`src/hw/rtl/ctwa_pkg.sv`:
```
`default_nettype none
package ctwa_pkg;

    localparam int CAPACITY_DEF = 20;
    localparam int ADDR_W = 48;
    localparam int TIME_W = 32;
    localparam int CNT_W = 5;
    localparam logic [TIME_W-1:0] TIMEOUT_RESET = 32'd3600000;

    localparam logic [1:0] ACT_LEARN  = 2'd0;
    localparam logic [1:0] ACT_LOOKUP = 2'd1;
    localparam logic [1:0] ACT_SWEEP  = 2'd2;

    typedef struct packed {
        logic [1:0]        action;
        logic [ADDR_W-1:0] station_addr;
        logic [TIME_W-1:0] now_ms;
    } t_cmd;

    typedef struct packed {
        logic             was_present;
        logic             was_added;
        logic             was_dropped;
        logic [CNT_W-1:0] removed_count;
        logic [CNT_W-1:0] entry_count;
    } t_result;

    typedef enum logic [1:0] {
        CELL_HOLD,
        CELL_LEARN,
        CELL_MARK,
        CELL_SHIFT
    } t_cell_op;

    // broadcast to every cell of the row
    typedef struct packed {
        t_cell_op          op;
        logic [ADDR_W-1:0] addr;
        logic [TIME_W-1:0] now;
        logic [TIME_W-1:0] timeout;
        logic              append_ok;
    } t_cell_ctl;

    typedef struct packed {
        logic              valid;
        logic              kill;
        logic [ADDR_W-1:0] addr;
        logic [TIME_W-1:0] seen;
    } t_entry;

endpackage
`default_nettype wire

```
`src/hw/rtl/ctwa_cell.sv`:
```
`default_nettype none
module ctwa_cell (
    input  wire logic               i_clk,
    input  wire logic               i_rst_n,
    input  wire ctwa_pkg::t_cell_ctl i_ctl,
    input  wire ctwa_pkg::t_entry   i_next,
    input  wire logic               i_prev_valid,
    input  wire logic               i_shift,
    output ctwa_pkg::t_entry        o_entry,
    output logic                    o_shift,
    output logic                    o_hit
);
    import ctwa_pkg::*;

    logic              r_valid;
    logic              r_kill;
    logic [ADDR_W-1:0] r_addr;
    logic [TIME_W-1:0] r_seen;
    logic [TIME_W-1:0] age;
    logic              take_next;
    logic              append_here;

    assign o_hit       = r_valid && (r_addr == i_ctl.addr);
    assign age         = i_ctl.now - r_seen;
    assign o_shift     = i_shift | r_kill;
    // first free cell of the packed prefix
    assign append_here = !r_valid && i_prev_valid && i_ctl.append_ok;
    assign take_next   = (i_ctl.op == CELL_SHIFT) && o_shift;

    assign o_entry.valid = r_valid;
    assign o_entry.kill  = r_kill;
    assign o_entry.addr  = r_addr;
    assign o_entry.seen  = r_seen;

    always_ff @(posedge i_clk) begin
        if (!i_rst_n) begin
            r_valid <= 1'b0;
            r_kill  <= 1'b0;
        end else begin
            unique case (i_ctl.op)
                CELL_LEARN: begin
                    if (append_here) r_valid <= 1'b1;
                end
                CELL_MARK: begin
                    r_kill <= r_valid && (age > i_ctl.timeout);
                end
                CELL_SHIFT: begin
                    if (take_next) begin
                        r_valid <= i_next.valid;
                        r_kill  <= i_next.kill;
                    end
                end
                default: ;
            endcase
        end
    end

    always_ff @(posedge i_clk) begin
        unique case (i_ctl.op)
            CELL_LEARN: begin
                if (o_hit) begin
                    r_seen <= i_ctl.now;
                end else if (append_here) begin
                    r_addr <= i_ctl.addr;
                    r_seen <= i_ctl.now;
                end
            end
            CELL_SHIFT: begin
                if (take_next) begin
                    r_addr <= i_next.addr;
                    r_seen <= i_next.seen;
                end
            end
            default: ;
        endcase
    end

endmodule
`default_nettype wire
```
`config.mk`:
```
export PLATFORM = sky130hd
export DESIGN_NAME = ctwa_cell
export DESIGN_NICKNAME = d
export VERILOG_FILES = /design/src/hw/rtl/ctwa_pkg.sv /design/src/hw/rtl/ctwa_cell.sv
export SDC_FILE = /design/constraint.sdc
export NUM_CORES = 1
export LEC_CHECK = 0
export BUFFER_PORTS_ARGS = -buffer_cell sky130_fd_sc_hd__clkbuf_2
export CORE_AREA = 3 3 133 123
export CTS_BUF_LIST = sky130_fd_sc_hd__clkbuf_16
export CTS_CLUSTER_SIZE = 14
export DETAILED_ROUTE_END_ITERATION = 12
export DIE_AREA = 0 0 136 126
export PLACE_DENSITY = 0.76
export SYNTH_ARGS = -nofsm -noshare
export SYNTH_HDL_FRONTEND = slang
export SYNTH_SLANG_ARGS = --single-unit
```
`constraint.sdc`:
```
create_clock -name i_clk -period 3.9 [get_ports i_clk]
set_input_delay 0.78 -clock i_clk [delete_from_list [all_inputs] [get_ports i_clk]]
set_output_delay 0.78 -clock i_clk [all_outputs]
set_load 0.03 [all_outputs]
```
# Yosys cells after proc, flatten, opt, wreduce, memory -nomap -nowiden
# Cells that the tools add are included.
[word_totals]
register_bits = 82
[op_classes]
addsub = 1
order_cmp = 1
bitwise = 1
eq_ne = 8
muxes = 13
n_reduce_logical = 12
[ops]
columns = ["op", "n"]
rows = [
  ["$mux W48", 3],
  ["$mux W32", 3],
  ["$pmux W48 S2", 1],
  ["$pmux W32 S2", 1],
  ["$eq A48 B48 Y1", 1],
  ["$gt A32 B32 Y1", 1],
  ["$sub A32 B32 Y32", 1],
  ["$ne A2 B2 Y1 const B", 3],
  ["$reduce_and A3 Y1", 2],
  ["$logic_and A1 B1 Y1", 5],
  ["$eq A2 B2 Y1 const B", 2],
  ["$pmux W1 S2", 2],
  ["$reduce_and A4 Y1", 1],
  ["$reduce_bool A2 Y1", 2],
  ["$mux W1", 3],
  ["$ne A3 B3 Y1 const B", 1],
  ["$eq A2 B1 Y1 const B", 1],
  ["$reduce_and A2 Y1", 1],
  ["$logic_not A1 Y1", 1],
  ["$or A1 B1 Y1", 1],
]

# Depth between registers and ports, before layout
[depth]
depth_word = 6
mapped_depth = 18
depth_no_buf = 18

# Worst setup path before layout
# OpenSTA, ideal clock, no wires.
[synth_path]
path_kind = "input-to-reg"
start = "input port i_ctl[33] (netlist name)"
end = "register r_kill"
arrival_time_ps = 3769
path_slack_ps = 8
path_buffers = 0
path_stages = 17
cell_sequence = "inv_1 -> ha_1 -> inv_1 -> fa_1 -> a21o_1 -> a221oi_4 -> or3b_4 -> a21boi_2 -> o32a_4 -> mux2_4 -> nand3_2 -> ha_1 -> nand4_1 -> nor4_1 -> a31oi_1 -> o221ai_1 -> a21oi_1"
[synth_via]
elab_chain_len = 4
[synth_rtl]
columns = ["element", "line", "text"]
rows = [
  ["start: declaration", "ctwa_cell.sv:5", "input wire ctwa_pkg::t_cell_ctl i_ctl,"],
  ["$sub A32 B32 Y32", "ctwa_cell.sv:24", "assign age = i_ctl.now - r_seen;"],
  ["$gt A32 B32 Y1", "ctwa_cell.sv:45", "r_kill <= r_valid && (age > i_ctl.timeout);"],
  ["$logic_and A1 B1 Y1", "ctwa_cell.sv:45", ""],
  ["$pmux W1 S2", "ctwa_cell.sv:40", "unique case (i_ctl.op)"],
  ["end signal: assignment", "ctwa_cell.sv:45", ""],
  ["end signal: assignment", "ctwa_cell.sv:50", "r_kill <= i_next.kill;"],
  ["end: declaration", "ctwa_cell.sv:16", "logic r_kill;"],
]
# No other way between the ends.
# A chain may end at the register's enable or synchronous reset.

# Worst setup path after layout
# Same ends and word-level chain as after synthesis.

==> metrics.log <==
[metrics] run status: complete, no violations
[metrics] arrival time reported for the critical path endpoint: 3.99 ns
[metrics] number of violations reported at the end of detailed-routing iteration 0: 370
[metrics] smallest hold slack: 0.650 ns
[metrics] number of top-level pins: 285
[metrics] Worst Setup Path Type: in2reg
[metrics] total number of vias: 6238
[metrics] Period Utilization, post-route: 96.5%
[metrics] GR Overflow Total: 0
[metrics] # Max-Cap Violations: 0
[metrics] Reg clk slew, reported paths: 0.06 ns
[metrics] net count of the finished layout: 1249
[metrics] global-route track usage on met2: 38.0%
[metrics] Total Power: 2.85 mW
[metrics] maximum fanout encountered on the critical timing path: 2
[metrics] worst clock skew on the final layout: 0.00917 ns
[metrics] number of port buffers: 284
[metrics] slack of the worst reg-to-reg path: 0.28 ns
[metrics] sequential cell area: 2440 um2
[metrics] number of antenna violations at the first check in global routing: 0
[metrics] setup_tns: 0 ns
[metrics] GR met3 Demand/Resource: 5.03%
[metrics] chip height: 126 um
[metrics] final std cell area, no fill: 8980 um2
[metrics] post-synth design cell area: 6740 um2
[metrics] most common cell after layout, fill and taps aside: sky130_fd_sc_hd__clkbuf_2
[metrics] kind of end point of the critical path: flip-flop
[metrics] Peak Freq: 266 MHz
[metrics] proportion of synthesized flip-flops having asynchronous set or reset: 0%
[metrics] number of detailed-routing iterations run before antenna repair: 4
[metrics] average cell area after synthesis: 10.1 um2
[metrics] leakage dissipation: 4.41 nW
[metrics] number of endpoints with negative hold slack in the final report: 0
[metrics] net count of the mapped netlist: 932
[metrics] global-route total usage across every layer: 23.1%
[metrics] distinct cell type count of the synthesized netlist: 58
[metrics] crit start category: input pin
[metrics] clock tree from TritonCTS: done
[metrics] pre-CTS setup slack: -0.272 ns
[metrics] layer with the highest usage after global routing: met2
[metrics] count of inserted antenna diode cells: 0
[metrics] most instantiated flip-flop cell in the synthesis netlist: sky130_fd_sc_hd__edfxtp_1
[metrics] Die Outline Area: 17100 um2
[metrics] Worst-Skew Late Latency: 0.35 ns
[metrics] leading cell types in the layout, fill and taps excluded: sky130_fd_sc_hd__clkbuf_2, sky130_fd_sc_hd__inv_1, sky130_fd_sc_hd__mux2_2, sky130_fd_sc_hd__edfxtp_1, sky130_fd_sc_hd__ha_1
[metrics] maximum level of the CTS H-tree: 3
[metrics] initial core utilization: 44.4%
[metrics] number of sinks on the clock net: 82
[metrics] wire length of the first global-routing pass: 31500 um
[metrics] max-slew violation total from the final report: 0
[metrics] vias in the first global route: 6230
[metrics] DRC violations left: 0
[metrics] core box area: 15200 um2
[metrics] Inst Count DP: 1172
[metrics] Post-synth EDFFs: 80
[metrics] worst vdd ir: 0.287 mV
[metrics] count of nets left with antenna violations after detail routing: 0
[metrics] Tightest Pin Transition: 1.10 ns
[metrics] synthesized instance count: 667
[metrics] M1 GR Usage: 31.0%
[metrics] final setup violation count: 0
[metrics] fraction of layout instances using a drive strength above 1: 45.1%
[metrics] total power divided by cell area: 317 nW/um2
[metrics] Row Count: 43
[metrics] weighted congestion reported at the end of routability-driven placement: 0.926
[metrics] pin count of the biggest net entering global routing: 83
[metrics] sequential share of the synthesized area: 36.2%
[metrics] Clock Path Buffers: 2
[metrics] Filler cells: 1330
[metrics] share of the core filled with cells: 59.2%
[metrics] area after detailed placement: 8630 um2
[metrics] average vias per placed instance: 5.24
[metrics] final worst slack: 0.135 ns
[metrics] average wire per cell in the routed design: 17.0 um
[metrics] Die X: 136 um
[metrics] synthesis warning total: 0
[metrics] #FFs+latches synth: 82
[metrics] Final HPWL DP: 16500 um
[metrics] data required time at the worst endpoint: 4.12 ns
[metrics] area occupied by multi-input gates: 3910 um2
[metrics] Final min period: 3.77 ns
[metrics] worst max-slew margin expressed relative to the limit: 26.8%
[metrics] master cell of the clock root buffer: sky130_fd_sc_hd__clkbuf_16
[metrics] Post-Layout Cell Count: 1190
[metrics] number of buffers inserted during clock tree synthesis: 9
[metrics] Final Routed Wirelength: 20300 um
[metrics] setup repair after global routing missed its margin: true
[metrics] synthesis-to-layout area growth: 33.3%
[metrics] class of the most critical hold timing path: reg2reg
==> worst paths after layout <==
| path | from | end | depth (start not counted) |
|---|---|---|---|
| worst max-delay path | i_ctl[33] | r_kill | 20 |
| worst min-delay path | r_kill | r_kill | 2 |
| worst max register to register | r_seen[0] | r_kill | 18 |
| worst min register to register | r_kill | r_kill | 2 |
==> area by class of cell <==
type                    count  share of cell area [%]
clock buffers               9                    2.51
well taps                 202                    2.81
repair buffers            328                    19.6
multi-input cells         469                    43.5
inverters                  94                    3.96
clock inverters             6                   0.474
flip-flops and latches     82                    27.2
==> state kept, by name, summed over array words and instances, names as in the netlist <==
name and count:
r_valid 1, r_seen 32, r_addr 48, r_kill 1
==> metal layers <==
metal,wire length (um),vias to the layer above
li1,-,3073
met1,8860,2891
met2,9620,239
met3,1340,35
met4,430,0
met5,0,-
==> where the power goes <==
| group | internal, mW | switching (mW) |
|---|---|---|
| combinational | 0.448 | 0.525 |
| clock | 0.430 | 0.387 |
| sequential | 1.03 | 0.0306 |
==> cell usage after synthesis, types with 3 or more instances <==
master	count	area (um2)
sky130_fd_sc_hd__o21a_1	4	30.0
sky130_fd_sc_hd__o221ai_1	5	43.8
sky130_fd_sc_hd__nor2_1	26	97.6
sky130_fd_sc_hd__clkbuf_1	15	56.3
sky130_fd_sc_hd__nand3_1	12	60.1
sky130_fd_sc_hd__o211ai_1	4	30.0
sky130_fd_sc_hd__xor2_1	40	350
sky130_fd_sc_hd__a22o_1	3	26.3
sky130_fd_sc_hd__o21ai_0	26	130
sky130_fd_sc_hd__o21bai_1	4	30.0
sky130_fd_sc_hd__a21oi_1	40	200
sky130_fd_sc_hd__a21o_1	16	120
sky130_fd_sc_hd__a31oi_1	8	50.1
sky130_fd_sc_hd__xnor2_1	19	166
sky130_fd_sc_hd__buf_2	4	20.0
sky130_fd_sc_hd__edfxtp_1	80	2400
sky130_fd_sc_hd__o2111ai_1	5	43.8
sky130_fd_sc_hd__nor2b_1	4	25.0
sky130_fd_sc_hd__o22ai_1	6	37.5
sky130_fd_sc_hd__inv_1	94	353
sky130_fd_sc_hd__nand2_1	31	116
sky130_fd_sc_hd__ha_1	63	788
sky130_fd_sc_hd__nand4_1	16	100
sky130_fd_sc_hd__nor3_1	3	15.0
sky130_fd_sc_hd__a41oi_1	3	26.3
sky130_fd_sc_hd__mux2_2	80	901
sky130_fd_sc_hd__nor4_1	12	75.1
sky130_fd_sc_hd__a211o_1	3	26.3
sky130_fd_sc_hd__a211oi_1	3	22.5
==> worst max-delay path: stages <==
cell and delay (ns):
sky130_fd_sc_hd__buf_6 0.10, sky130_fd_sc_hd__inv_4 0.05, sky130_fd_sc_hd__ha_4 0.13, sky130_fd_sc_hd__inv_2 0.04, sky130_fd_sc_hd__fa_2 0.38, sky130_fd_sc_hd__a21o_1 0.22, sky130_fd_sc_hd__a221oi_4 0.30, sky130_fd_sc_hd__or3b_4 0.20
sky130_fd_sc_hd__buf_4 0.10, sky130_fd_sc_hd__a31oi_1 0.12, sky130_fd_sc_hd__buf_4 0.16, sky130_fd_sc_hd__o22ai_1 0.15, sky130_fd_sc_hd__xnor2_1 0.09, sky130_fd_sc_hd__ha_1 0.27, sky130_fd_sc_hd__nand4_1 0.15, sky130_fd_sc_hd__nor4_2 0.30
sky130_fd_sc_hd__buf_4 0.16, sky130_fd_sc_hd__a31oi_1 0.06, sky130_fd_sc_hd__o221ai_1 0.16, sky130_fd_sc_hd__a21oi_1 0.06
==> timing repair <==
action	in CTS	in global routing
endpoints found under the setup margin	0	1
hold buffers	0	0
resized for setup	0	16
endpoints found under the hold margin	0	0
setup buffers	0	3
==> logic make-up after synthesis <==
family                     share of synthesized area, %
and+or+nand+nor                                    8.41
muxes                                              13.7
xor gates and xnor gates                           7.67
adders and majority gates                          12.0
AOI/OAI and AO/OA                                  15.3
DFF                                                36.2
buffers and inverters                              6.65
Power figures use the tool's default switching activity.
